--- src/design/icrt_pkg.sv ---
// ----------------------------------------------------------------------------
// icrt_pkg
// Shared constants, codes and types of the inode slot table.
// ----------------------------------------------------------------------------
package icrt_pkg;

	localparam int SLOT_COUNT   = 64;
	localparam int SLOT_W       = $clog2(SLOT_COUNT);
	localparam int SECTOR_BYTES = 512;
	localparam int INODE_BYTES  = 32;
	localparam int INODES_PER_SECTOR =
		(SECTOR_BYTES / INODE_BYTES == 0) ? 1 : SECTOR_BYTES / INODE_BYTES;

	// depth of the command queue between front and back
	localparam int QUEUE_DEPTH = 2;
	localparam int QUEUE_AW    = $clog2(QUEUE_DEPTH);

	localparam logic [7:0] COUNT_MAX = 8'hFF;

	typedef enum logic [2:0] {
		ST_HIT      = 3'd0,
		ST_ALLOC    = 3'd1,
		ST_FULL     = 3'd2,
		ST_NULL     = 3'd3,
		ST_REL_FREE = 3'd4
	} status_t;

	typedef enum logic [1:0] {
		CMD_ACQUIRE,
		CMD_RELEASE,
		CMD_NULL,
		CMD_REL_BAD
	} cmd_kind_t;

	typedef enum logic [1:0] {
		BK_IDLE,
		BK_SCAN,
		BK_UPD
	} bk_state_t;

	typedef struct packed {
		logic [7:0]  inode_map_sectors;
		logic [15:0] sector_map_sectors;
	} cfg_t;

	typedef struct packed {
		cmd_kind_t   kind;
		logic [15:0] device;
		logic [11:0] inode_number;
		logic [5:0]  slot;
		logic [16:0] disk_sector;
		logic [8:0]  sector_offset;
	} cmd_t;

	typedef struct packed {
		status_t     status;
		logic [5:0]  slot_out;
		logic [7:0]  ref_count;
		logic [16:0] disk_sector;
		logic [8:0]  sector_offset;
	} result_t;

	typedef struct packed {
		logic [7:0]  count;
		logic [15:0] device;
		logic [11:0] inode_number;
	} entry_t;

endpackage

--- src/design/icrt_front.sv ---
// ----------------------------------------------------------------------------
// icrt_front
// Takes requests, classifies them and works out the disk location.
// ----------------------------------------------------------------------------
module icrt_front (
	input  logic               push,
	output logic               full,
	input  logic               op,
	input  logic [15:0]        device,
	input  logic [11:0]        inode_number,
	input  logic [5:0]         slot_in,
	input  icrt_pkg::cfg_t     cfg,
	input  logic               q_full,
	output logic               q_push,
	output icrt_pkg::cmd_t     q_data
);

	logic [11:0] num_m1;
	logic        in_range;

	assign num_m1   = 12'(inode_number - 12'd1);
	assign in_range = (32'(slot_in) < icrt_pkg::SLOT_COUNT);

	assign full   = q_full;
	assign q_push = push && !q_full;

	always_comb begin
		q_data.device        = device;
		q_data.inode_number  = inode_number;
		q_data.slot          = slot_in;
		q_data.disk_sector   = 17'd2 + 17'(cfg.inode_map_sectors)
			+ 17'(cfg.sector_map_sectors)
			+ 17'(num_m1 / icrt_pkg::INODES_PER_SECTOR);
		q_data.sector_offset = 9'((num_m1 % icrt_pkg::INODES_PER_SECTOR)
			* icrt_pkg::INODE_BYTES);
		if (op) begin
			q_data.kind = in_range ? icrt_pkg::CMD_RELEASE : icrt_pkg::CMD_REL_BAD;
		end else if (inode_number == 12'd0) begin
			q_data.kind = icrt_pkg::CMD_NULL;
		end else begin
			q_data.kind = icrt_pkg::CMD_ACQUIRE;
		end
	end

endmodule

--- src/design/icrt_cmd_queue.sv ---
// ----------------------------------------------------------------------------
// icrt_cmd_queue
// Short command queue between the front and the back end.
// ----------------------------------------------------------------------------
module icrt_cmd_queue (
	input  logic           clk,
	input  logic           arst_n,
	input  logic           wr_en,
	input  icrt_pkg::cmd_t wr_data,
	output logic           q_full,
	input  logic           rd_en,
	output icrt_pkg::cmd_t rd_data,
	output logic           q_empty
);

	icrt_pkg::cmd_t                  slots_q [icrt_pkg::QUEUE_DEPTH];
	logic [icrt_pkg::QUEUE_AW-1:0]   wr_ptr_q;
	logic [icrt_pkg::QUEUE_AW-1:0]   rd_ptr_q;
	logic [icrt_pkg::QUEUE_AW:0]     fill_q;

	assign q_full  = (fill_q == (icrt_pkg::QUEUE_AW + 1)'(icrt_pkg::QUEUE_DEPTH));
	assign q_empty = (fill_q == '0);
	assign rd_data = slots_q[rd_ptr_q];

	always_ff @(posedge clk) begin
		if (wr_en) begin
			slots_q[wr_ptr_q] <= wr_data;
		end
	end

	always_ff @(posedge clk or negedge arst_n) begin
		if (!arst_n) begin
			wr_ptr_q <= '0;
			rd_ptr_q <= '0;
			fill_q   <= '0;
		end else begin
			if (wr_en) begin
				wr_ptr_q <= wr_ptr_q + 1'b1;
			end
			if (rd_en) begin
				rd_ptr_q <= rd_ptr_q + 1'b1;
			end
			if (wr_en && !rd_en) begin
				fill_q <= fill_q + 1'b1;
			end else if (rd_en && !wr_en) begin
				fill_q <= fill_q - 1'b1;
			end
		end
	end

endmodule

--- src/design/icrt_back.sv ---
// ----------------------------------------------------------------------------
// icrt_back
// Scans the slot memory, updates counts and holds the result register.
// ----------------------------------------------------------------------------
module icrt_back (
	input  logic              clk,
	input  logic              arst_n,
	input  logic              q_empty,
	input  icrt_pkg::cmd_t    q_data,
	output logic              q_pop,
	output logic              empty,
	input  logic              pop,
	output icrt_pkg::result_t res
);

	localparam logic [icrt_pkg::SLOT_W-1:0] LAST_SLOT =
		icrt_pkg::SLOT_W'(icrt_pkg::SLOT_COUNT - 1);

	icrt_pkg::entry_t             mem [icrt_pkg::SLOT_COUNT];
	logic [icrt_pkg::SLOT_COUNT-1:0] used_q;

	icrt_pkg::bk_state_t          state_q, state_d;
	icrt_pkg::cmd_t               cmd_q;
	logic [icrt_pkg::SLOT_W-1:0]  addr_q;
	logic                         issue_done_q;
	icrt_pkg::entry_t             rdata_s1;
	logic [icrt_pkg::SLOT_W-1:0]  chk_idx_s1;
	logic                         chk_vld_s1;
	logic                         have_free_q;
	logic [icrt_pkg::SLOT_W-1:0]  free_idx_q;
	logic                         hit_q;
	logic                         rel_ok_q;
	icrt_pkg::entry_t             upd_ent_q;
	logic [icrt_pkg::SLOT_W-1:0]  upd_idx_q;
	icrt_pkg::result_t            res_q;
	logic                         res_vld_q;

	logic                         is_release;
	logic                         is_direct;
	logic                         used_now;
	logic                         hit_now;
	logic                         chk_end;
	logic                         mem_rd;
	logic                         fire;
	logic                         mem_we;
	logic [icrt_pkg::SLOT_W-1:0]  mem_wa;
	icrt_pkg::entry_t             mem_wd;
	logic                         used_we;
	logic                         used_wd;
	icrt_pkg::result_t            res_d;
	logic [7:0]                   new_count;

	assign is_release = (cmd_q.kind == icrt_pkg::CMD_RELEASE);
	assign is_direct  = (q_data.kind == icrt_pkg::CMD_NULL)
		|| (q_data.kind == icrt_pkg::CMD_REL_BAD);
	assign used_now   = used_q[chk_idx_s1];
	assign hit_now    = !is_release && used_now
		&& (rdata_s1.device == cmd_q.device)
		&& (rdata_s1.inode_number == cmd_q.inode_number);
	// a release reads one slot, an acquire stops on a hit or the last slot
	assign chk_end    = chk_vld_s1 && (is_release || hit_now || chk_idx_s1 == LAST_SLOT);

	always_comb begin
		state_d = state_q;
		case (state_q)
			icrt_pkg::BK_IDLE: begin
				if (!q_empty) begin
					state_d = is_direct ? icrt_pkg::BK_UPD : icrt_pkg::BK_SCAN;
				end
			end
			icrt_pkg::BK_SCAN: begin
				if (chk_end) begin
					state_d = icrt_pkg::BK_UPD;
				end
			end
			icrt_pkg::BK_UPD: begin
				if (!res_vld_q || pop) begin
					state_d = icrt_pkg::BK_IDLE;
				end
			end
			default: state_d = icrt_pkg::BK_IDLE;
		endcase
	end

	always_comb begin
		q_pop     = (state_q == icrt_pkg::BK_IDLE) && !q_empty;
		mem_rd    = (state_q == icrt_pkg::BK_SCAN) && !issue_done_q;
		fire      = (state_q == icrt_pkg::BK_UPD) && (!res_vld_q || pop);
		mem_we    = 1'b0;
		mem_wa    = upd_idx_q;
		mem_wd    = upd_ent_q;
		used_we   = 1'b0;
		used_wd   = 1'b0;
		new_count = 8'd0;
		res_d.status        = icrt_pkg::ST_NULL;
		res_d.slot_out      = 6'd0;
		res_d.ref_count     = 8'd0;
		res_d.disk_sector   = 17'd0;
		res_d.sector_offset = 9'd0;
		case (cmd_q.kind)
			icrt_pkg::CMD_NULL: begin
				res_d.status = icrt_pkg::ST_NULL;
			end
			icrt_pkg::CMD_REL_BAD: begin
				res_d.status   = icrt_pkg::ST_REL_FREE;
				res_d.slot_out = cmd_q.slot;
			end
			icrt_pkg::CMD_RELEASE: begin
				res_d.slot_out = cmd_q.slot;
				if (rel_ok_q) begin
					new_count       = upd_ent_q.count - 8'd1;
					mem_we          = fire;
					mem_wd.count    = new_count;
					used_we         = fire;
					used_wd         = (new_count != 8'd0);
					res_d.status    = icrt_pkg::ST_HIT;
					res_d.ref_count = new_count;
				end else begin
					res_d.status = icrt_pkg::ST_REL_FREE;
				end
			end
			icrt_pkg::CMD_ACQUIRE: begin
				res_d.disk_sector   = cmd_q.disk_sector;
				res_d.sector_offset = cmd_q.sector_offset;
				if (hit_q) begin
					// count saturates at its top value
					new_count = (upd_ent_q.count == icrt_pkg::COUNT_MAX) ?
						icrt_pkg::COUNT_MAX : upd_ent_q.count + 8'd1;
					mem_we          = fire;
					mem_wd.count    = new_count;
					res_d.status    = icrt_pkg::ST_HIT;
					res_d.slot_out  = 6'(upd_idx_q);
					res_d.ref_count = new_count;
				end else if (have_free_q) begin
					new_count           = 8'd1;
					mem_we              = fire;
					mem_wa              = free_idx_q;
					mem_wd.count        = new_count;
					mem_wd.device       = cmd_q.device;
					mem_wd.inode_number = cmd_q.inode_number;
					used_we             = fire;
					used_wd             = 1'b1;
					res_d.status        = icrt_pkg::ST_ALLOC;
					res_d.slot_out      = 6'(free_idx_q);
					res_d.ref_count     = new_count;
				end else begin
					res_d.status = icrt_pkg::ST_FULL;
				end
			end
			default: res_d.status = icrt_pkg::ST_NULL;
		endcase
	end

	always_ff @(posedge clk) begin
		if (mem_we) begin
			mem[mem_wa] <= mem_wd;
		end
		if (mem_rd) begin
			rdata_s1 <= mem[addr_q];
		end
	end

	always_ff @(posedge clk) begin
		if (q_pop) begin
			cmd_q <= q_data;
		end
		if (mem_rd) begin
			chk_idx_s1 <= addr_q;
		end
		if ((state_q == icrt_pkg::BK_SCAN) && chk_vld_s1) begin
			upd_ent_q <= rdata_s1;
			upd_idx_q <= chk_idx_s1;
			hit_q     <= hit_now;
			rel_ok_q  <= used_now;
		end
		if (fire) begin
			res_q <= res_d;
		end
	end

	always_ff @(posedge clk or negedge arst_n) begin
		if (!arst_n) begin
			state_q      <= icrt_pkg::BK_IDLE;
			used_q       <= '0;
			addr_q       <= '0;
			issue_done_q <= 1'b0;
			chk_vld_s1   <= 1'b0;
			have_free_q  <= 1'b0;
			free_idx_q   <= '0;
			res_vld_q    <= 1'b0;
		end else begin
			state_q <= state_d;
			if (q_pop) begin
				addr_q       <= (q_data.kind == icrt_pkg::CMD_RELEASE) ?
					icrt_pkg::SLOT_W'(q_data.slot) : '0;
				issue_done_q <= 1'b0;
				chk_vld_s1   <= 1'b0;
				have_free_q  <= 1'b0;
			end else begin
				chk_vld_s1 <= mem_rd;
				if (mem_rd) begin
					if (is_release || addr_q == LAST_SLOT) begin
						issue_done_q <= 1'b1;
					end else begin
						addr_q <= addr_q + 1'b1;
					end
				end
				// remember the lowest free slot seen so far
				if ((state_q == icrt_pkg::BK_SCAN) && chk_vld_s1 && !is_release
						&& !used_now && !have_free_q) begin
					have_free_q <= 1'b1;
					free_idx_q  <= chk_idx_s1;
				end
			end
			if (used_we) begin
				used_q[mem_wa] <= used_wd;
			end
			if (fire) begin
				res_vld_q <= 1'b1;
			end else if (pop) begin
				res_vld_q <= 1'b0;
			end
		end
	end

	assign empty = !res_vld_q;
	assign res   = res_q;

endmodule

--- src/design/inode_cache_refcount_table_top.sv ---
// ----------------------------------------------------------------------------
// inode_cache_refcount_table_top
// Reference-counted inode slot table with disk location lookup.
// ----------------------------------------------------------------------------
// Requests are pushed with push while full is low: op 0 acquires the pair
// (device, inode_number), op 1 releases slot_in. Every request gives one
// result beat, shown while empty is low and taken with pop.
// The front works out the disk sector and offset and queues the request;
// the back reads the 64-entry slot memory one entry a cycle through its
// single read port, an acquire up to a hit or the last entry and a release
// only its own slot, then writes the updated entry; a null inode skips
// the scan. An acquire that misses takes the request from the queue,
// reads every entry, checks the last one and writes. One request is
// worked at a time, so a miss holds the back end for its whole scan; two
// more requests can wait in the command queue.
// The user must write the two map sizes through the APB-style port at byte
// addresses 0 and 4 only while idle; the block itself does not enforce it.
// Reset clears every slot to free and sets both map sizes to one; no
// clearing pass is needed. If the receiver holds off pop the result stays
// in the output register, the back end waits at its next update and
// full rises once the command queue fills.
// ----------------------------------------------------------------------------
module inode_cache_refcount_table_top (
	input  logic        clk,
	input  logic        arst_n,
	input  logic        psel,
	input  logic        penable,
	input  logic        pwrite,
	input  logic [2:0]  paddr,
	input  logic [31:0] pwdata,
	output logic [31:0] prdata,
	output logic        pready,
	input  logic        push,
	output logic        full,
	input  logic        op,
	input  logic [15:0] device,
	input  logic [11:0] inode_number,
	input  logic [5:0]  slot_in,
	output logic        empty,
	input  logic        pop,
	output logic [2:0]  status,
	output logic [5:0]  slot_out,
	output logic [7:0]  ref_count,
	output logic [16:0] disk_sector,
	output logic [8:0]  sector_offset
);

	icrt_pkg::cfg_t    cfg_q;
	icrt_pkg::cmd_t    fr_data;
	icrt_pkg::cmd_t    bk_data;
	icrt_pkg::result_t res;
	logic              fr_push;
	logic              q_full;
	logic              q_empty;
	logic              q_pop;
	logic              cfg_wr;

	assign pready = 1'b1;
	assign cfg_wr = psel && penable && pwrite && pready;

	always_ff @(posedge clk or negedge arst_n) begin
		if (!arst_n) begin
			cfg_q.inode_map_sectors  <= 8'd1;
			cfg_q.sector_map_sectors <= 16'd1;
		end else if (cfg_wr) begin
			if (paddr[2]) begin
				cfg_q.sector_map_sectors <= pwdata[15:0];
			end else begin
				cfg_q.inode_map_sectors <= pwdata[7:0];
			end
		end
	end

	assign prdata = paddr[2] ? {16'd0, cfg_q.sector_map_sectors}
		: {24'd0, cfg_q.inode_map_sectors};

	icrt_front u_front (
		.push         (push),
		.full         (full),
		.op           (op),
		.device       (device),
		.inode_number (inode_number),
		.slot_in      (slot_in),
		.cfg          (cfg_q),
		.q_full       (q_full),
		.q_push       (fr_push),
		.q_data       (fr_data)
	);

	icrt_cmd_queue u_queue (
		.clk     (clk),
		.arst_n  (arst_n),
		.wr_en   (fr_push),
		.wr_data (fr_data),
		.q_full  (q_full),
		.rd_en   (q_pop),
		.rd_data (bk_data),
		.q_empty (q_empty)
	);

	icrt_back u_back (
		.clk     (clk),
		.arst_n  (arst_n),
		.q_empty (q_empty),
		.q_data  (bk_data),
		.q_pop   (q_pop),
		.empty   (empty),
		.pop     (pop),
		.res     (res)
	);

	assign status        = res.status;
	assign slot_out      = res.slot_out;
	assign ref_count     = res.ref_count;
	assign disk_sector   = res.disk_sector;
	assign sector_offset = res.sector_offset;

endmodule

--- config.mk ---
export PLATFORM = sky130hd
export DESIGN_NAME = inode_cache_refcount_table_top
export DESIGN_NICKNAME = d
export VERILOG_FILES = /design/src/design/icrt_pkg.sv /design/src/design/icrt_front.sv /design/src/design/icrt_cmd_queue.sv /design/src/design/icrt_back.sv /design/src/design/inode_cache_refcount_table_top.sv
export SDC_FILE = /design/constraint.sdc
export NUM_CORES = 2
export LEC_CHECK = 0
export BUFFER_PORTS_ARGS = -buffer_cell sky130_fd_sc_hd__buf_2
export CORE_AREA = 2 2 462 464
export CTS_BUF_LIST = sky130_fd_sc_hd__clkbuf_16
export CTS_CLUSTER_SIZE = 24
export DETAILED_ROUTE_END_ITERATION = 7
export DIE_AREA = 0 0 464 466
export PLACE_DENSITY = 0.76
export SLEW_MARGIN = 20
export SYNTH_ARGS = -nofsm -noshare
export SYNTH_HDL_FRONTEND = slang
export SYNTH_SLANG_ARGS = --single-unit
--- constraint.sdc ---
create_clock -name clk -period 5.75 [get_ports clk]
set_input_delay 1.725 -clock clk [delete_from_list [all_inputs] [get_ports clk]]
set_output_delay 1.725 -clock clk [all_outputs]
set_load 0.005 [all_outputs]
==> results_dict.tcl <==
set metrics [dict create \
    first_pass_iters 6 \
    worstSkewPairLatency_ns 0.92 \
    p_int_mw 42.82 \
    htree_levels 5 \
    grt_overflow 0 \
    grt_use_total 0.2313 \
    seqPwrFrac 0.440 \
    clk_pin_slew_ns 0.06 \
    viasPerCell 6.328 \
    setup_viol 0 \
    synth-seq-cells 2709 \
    yosysSeqAreaShare 0.7689 \
    synth.yosys.warnings 0 \
    post_cts_resize_count 0 \
    placementRows 169 \
    rsz0062_at_grt "no" \
    worstSetupPathType "input pin to register" \
    dieArea_sq_um 216200 \
    drc 0 \
    switching_share 0.3060 \
    ios 155 \
    yosys.area.top_type "edfxtp_1" \
    r2r_slack_ns 1.56 \
    areaGrowthSynthToFinish_pct 13.19 \
    postSynthCellCount 4590 \
    power.total_mw 61.70 \
    max-cap-violations 0 \
    yosys.cell_count.top_type "edfxtp_1" \
    synth_area_leaders "edfxtp_1, mux4_2, dfrtp_1, mux2_2, nor2_1" \
    grt_max_degree 101 \
    synth-main-ff-cell "edfxtp_1" \
    power_frac_comb 0.287 \
    use_met2 0.3813 \
    final_layout_size_suffix_gt1_frac 0.3238 \
    syn_area_sq_um 105100 \
    slew_headroom 0.2498 \
    path_max_fanout 5 \
    crit_start "inode_number[7]" \
    grt.busiest_layer "met2" \
    hold_buffers 0 \
    p_per_area_nw_per_um2 518.8 \
    synth_edf_count 2599 \
    core-area_sq_um 211200 \
    ff2ff_path_depth 9 \
    start_util 0.4975 \
    cts_buffers 276 \
    routedWlPerCell_microns 31.43 \
    fmax_ghz 0.2317 \
    grt_first_pass_wirelength_microns 363900 \
    die_h_microns 466 \
    hpwl_microns 137600 \
    via_count 50406 \
    port-buffer-count 114 \
    worstSetupEndpoint "u_queue.slots_q[0][14]" \
    max_slew.worst_pin.slew_ns 1.123 \
    leakagePower_nw 38.27 \
    worstSetupEndpointType "register" \
    cp-start-kind "input pin" \
    fp.dieW_microns 464 \
    status "finished clean" \
    r2r_end "u_back.mem[12][31]" \
    setup_tns_ns 0 \
    postCtsSetupRepairBufs 0 \
    cts_tree "done" \
    maxSlewViolCount 0 \
    r2r-start "u_back.cmd_q[60]" \
    synth_top_area_share 0.7427 \
    p_sw_mw 18.88 \
    cp.required_ns 6.36 \
    syn_avg_cell_area_sq_um 22.89 \
    ir_drop_v 0.0003979 \
    gp_congestion 0.8385 \
    ant_nets 0 \
    synth-async-reset-ratio 0.04061 \
    seqCellArea_sq_um 80820 \
    final_hold_viol_count 0 \
    min_path_type "register to register" \
    drt-total-wl_microns 250400 \
    antenna_found_initial 20 \
    fillCellCount 14554 \
    met1_usage 0.3145 \
    clockPowerShare 0.273 \
    min_period_over_period 0.7505 \
    layout.nets 5063 \
    ys_types 67 \
    grt_use_met3 0.05252 \
    grt_pass1_vias 51179 \
    clock_skew_ns 0.04269 \
    multi_input_area_sq_um 23650 \
    crit_arrival_ns 4.93 \
    period_needed_ns 4.316 \
    ys_top_cells_by_count "edfxtp_1, mux4_2, nor2_1, nand2_1, mux2_2" \
    clockBufferDepth 4 \
    root_buffer "clkbuf_16" \
    clock-sinks 2709 \
    drtIter0Drc 7160 \
]
-- per-layer routing --
| layer | up-vias | routed length [microns] |
|---|---|---|
| met2 | 3229 | 125100 |
| met4 | 10 | 5830 |
| met5 | - | 61 |
| li1 | 19882 | - |
| met1 | 26811 | 92090 |
| met3 | 474 | 27280 |
-- worst max-delay path, cell delays in order --
cell and delay, ns:
buf_2 0.14, or4_1 0.59, or3_1 0.41, xor2_1 0.18, fa_1 0.51, inv_1 0.05, ha_1 0.20, or3_1 0.36
o21bai_1 0.22, a31o_2 0.25, a21oi_1 0.18, xnor2_1 0.10
-- how the worst min path moves through the flow --
stage	cells past startpoint	slack, ns	endpoint	startpoint
floorplan	0	0.40	u_back.upd_ent_q[28]	u_back.rdata_s1[28]
global placement	0	0.41	u_back.upd_ent_q[32]	u_back.rdata_s1[32]
detailed placement	0	0.40	u_back.upd_ent_q[32]	u_back.rdata_s1[32]
CTS	0	0.42	u_back.upd_ent_q[32]	u_back.rdata_s1[32]
global route	0	0.43	u_back.upd_ent_q[32]	u_back.rdata_s1[32]
finish	0	0.42	u_back.upd_ent_q[32]	u_back.rdata_s1[32]
-- logic make-up (layout without fill, tap and decap cells) --
| kind of cell | Yosys count | after routing | synth area share |
|---|---|---|---|
| and+or+nand+nor | 448 | 448 | 0.01935 |
| adders and majority gates | 27 | 27 | 0.003858 |
| AOI/OAI and AO/OA | 103 | 103 | 0.006870 |
| DFF | 2709 | 2709 | 0.7689 |
| xor gates and xnor gates | 68 | 68 | 0.005668 |
| muxes | 942 | 942 | 0.1830 |
| buffers and inverters | 291 | 820 | 0.01223 |
| other | 2 | 28 | 0.00007147 |
-- power by group through the flow --
stage / clock network, mW / logic [mW] / registers, mW
6_report: 16.8 / 17.7 / 27.1
3_5_place_dp: 0 / 17.3 / 27.5
2_1_floorplan: 0 / 11.6 / 27.0
5_1_grt: 17.7 / 18.7 / 27.2
4_1_cts: 17.0 / 17.7 / 27.1
3_3_place_gp: 0 / 16.8 / 27.5
-- cells in the final DEF, fill, tap and decap left out, drive strengths merged, types with 86 or more instances in the layout --
master,instances
clkbuf,282
nand2,145
mux4,768
nor2,162
clkinv,86
mux2,157
inv,116
buf,313
dfrtp,108
edfxtp,2599
-- through the flow --
| stage | utilization | std cells | setup slack, ns | hold WS (ns) | instance area (sq um) |
|---|---|---|---|---|---|
| after floorplan | - | 4610 | 0.9340 | 0.4003 | 105200 |
| after global placement | 0.5235 | 7502 | 0.5758 | 0.4071 | 110600 |
| after detailed placement | 0.5235 | 7502 | 0.5733 | 0.4045 | 110600 |
| after CTS | 0.5628 | 7960 | 1.488 | 0.4184 | 118900 |
| after global routing | 0.5630 | 7961 | 1.274 | 0.4262 | 118900 |
| final | 0.5631 | 7966 | 1.434 | 0.4195 | 118900 |
-- area by class of cell --
| cell class | count | area share |
|---|---|---|
| timing repair buffer | 313 | 0.02043 |
| sequential | 2709 | 0.6794 |
| antenna | 6 | 0.0001262 |
| multi-input combinational | 1610 | 0.1988 |
| clock buffer | 282 | 0.05933 |
| tap | 2821 | 0.02967 |
| clock inverter | 176 | 0.01059 |
| inverter | 49 | 0.001609 |
-- state kept, by name, summed over array words and instances (netlist names), 6 cells and up --
name               count
u_back.cmd_q          57
u_queue.slots_q      114
cfg_q                 24
u_back.upd_idx_q       6
u_back.mem          2304
u_back.free_idx_q      6
u_back.chk_idx_s1      6
u_back.addr_q          6
u_back.rdata_s1       36
u_back.used_q         64
u_back.res            38
u_back.upd_ent_q      36
Note: power is estimated with default switching activity, not from simulation.
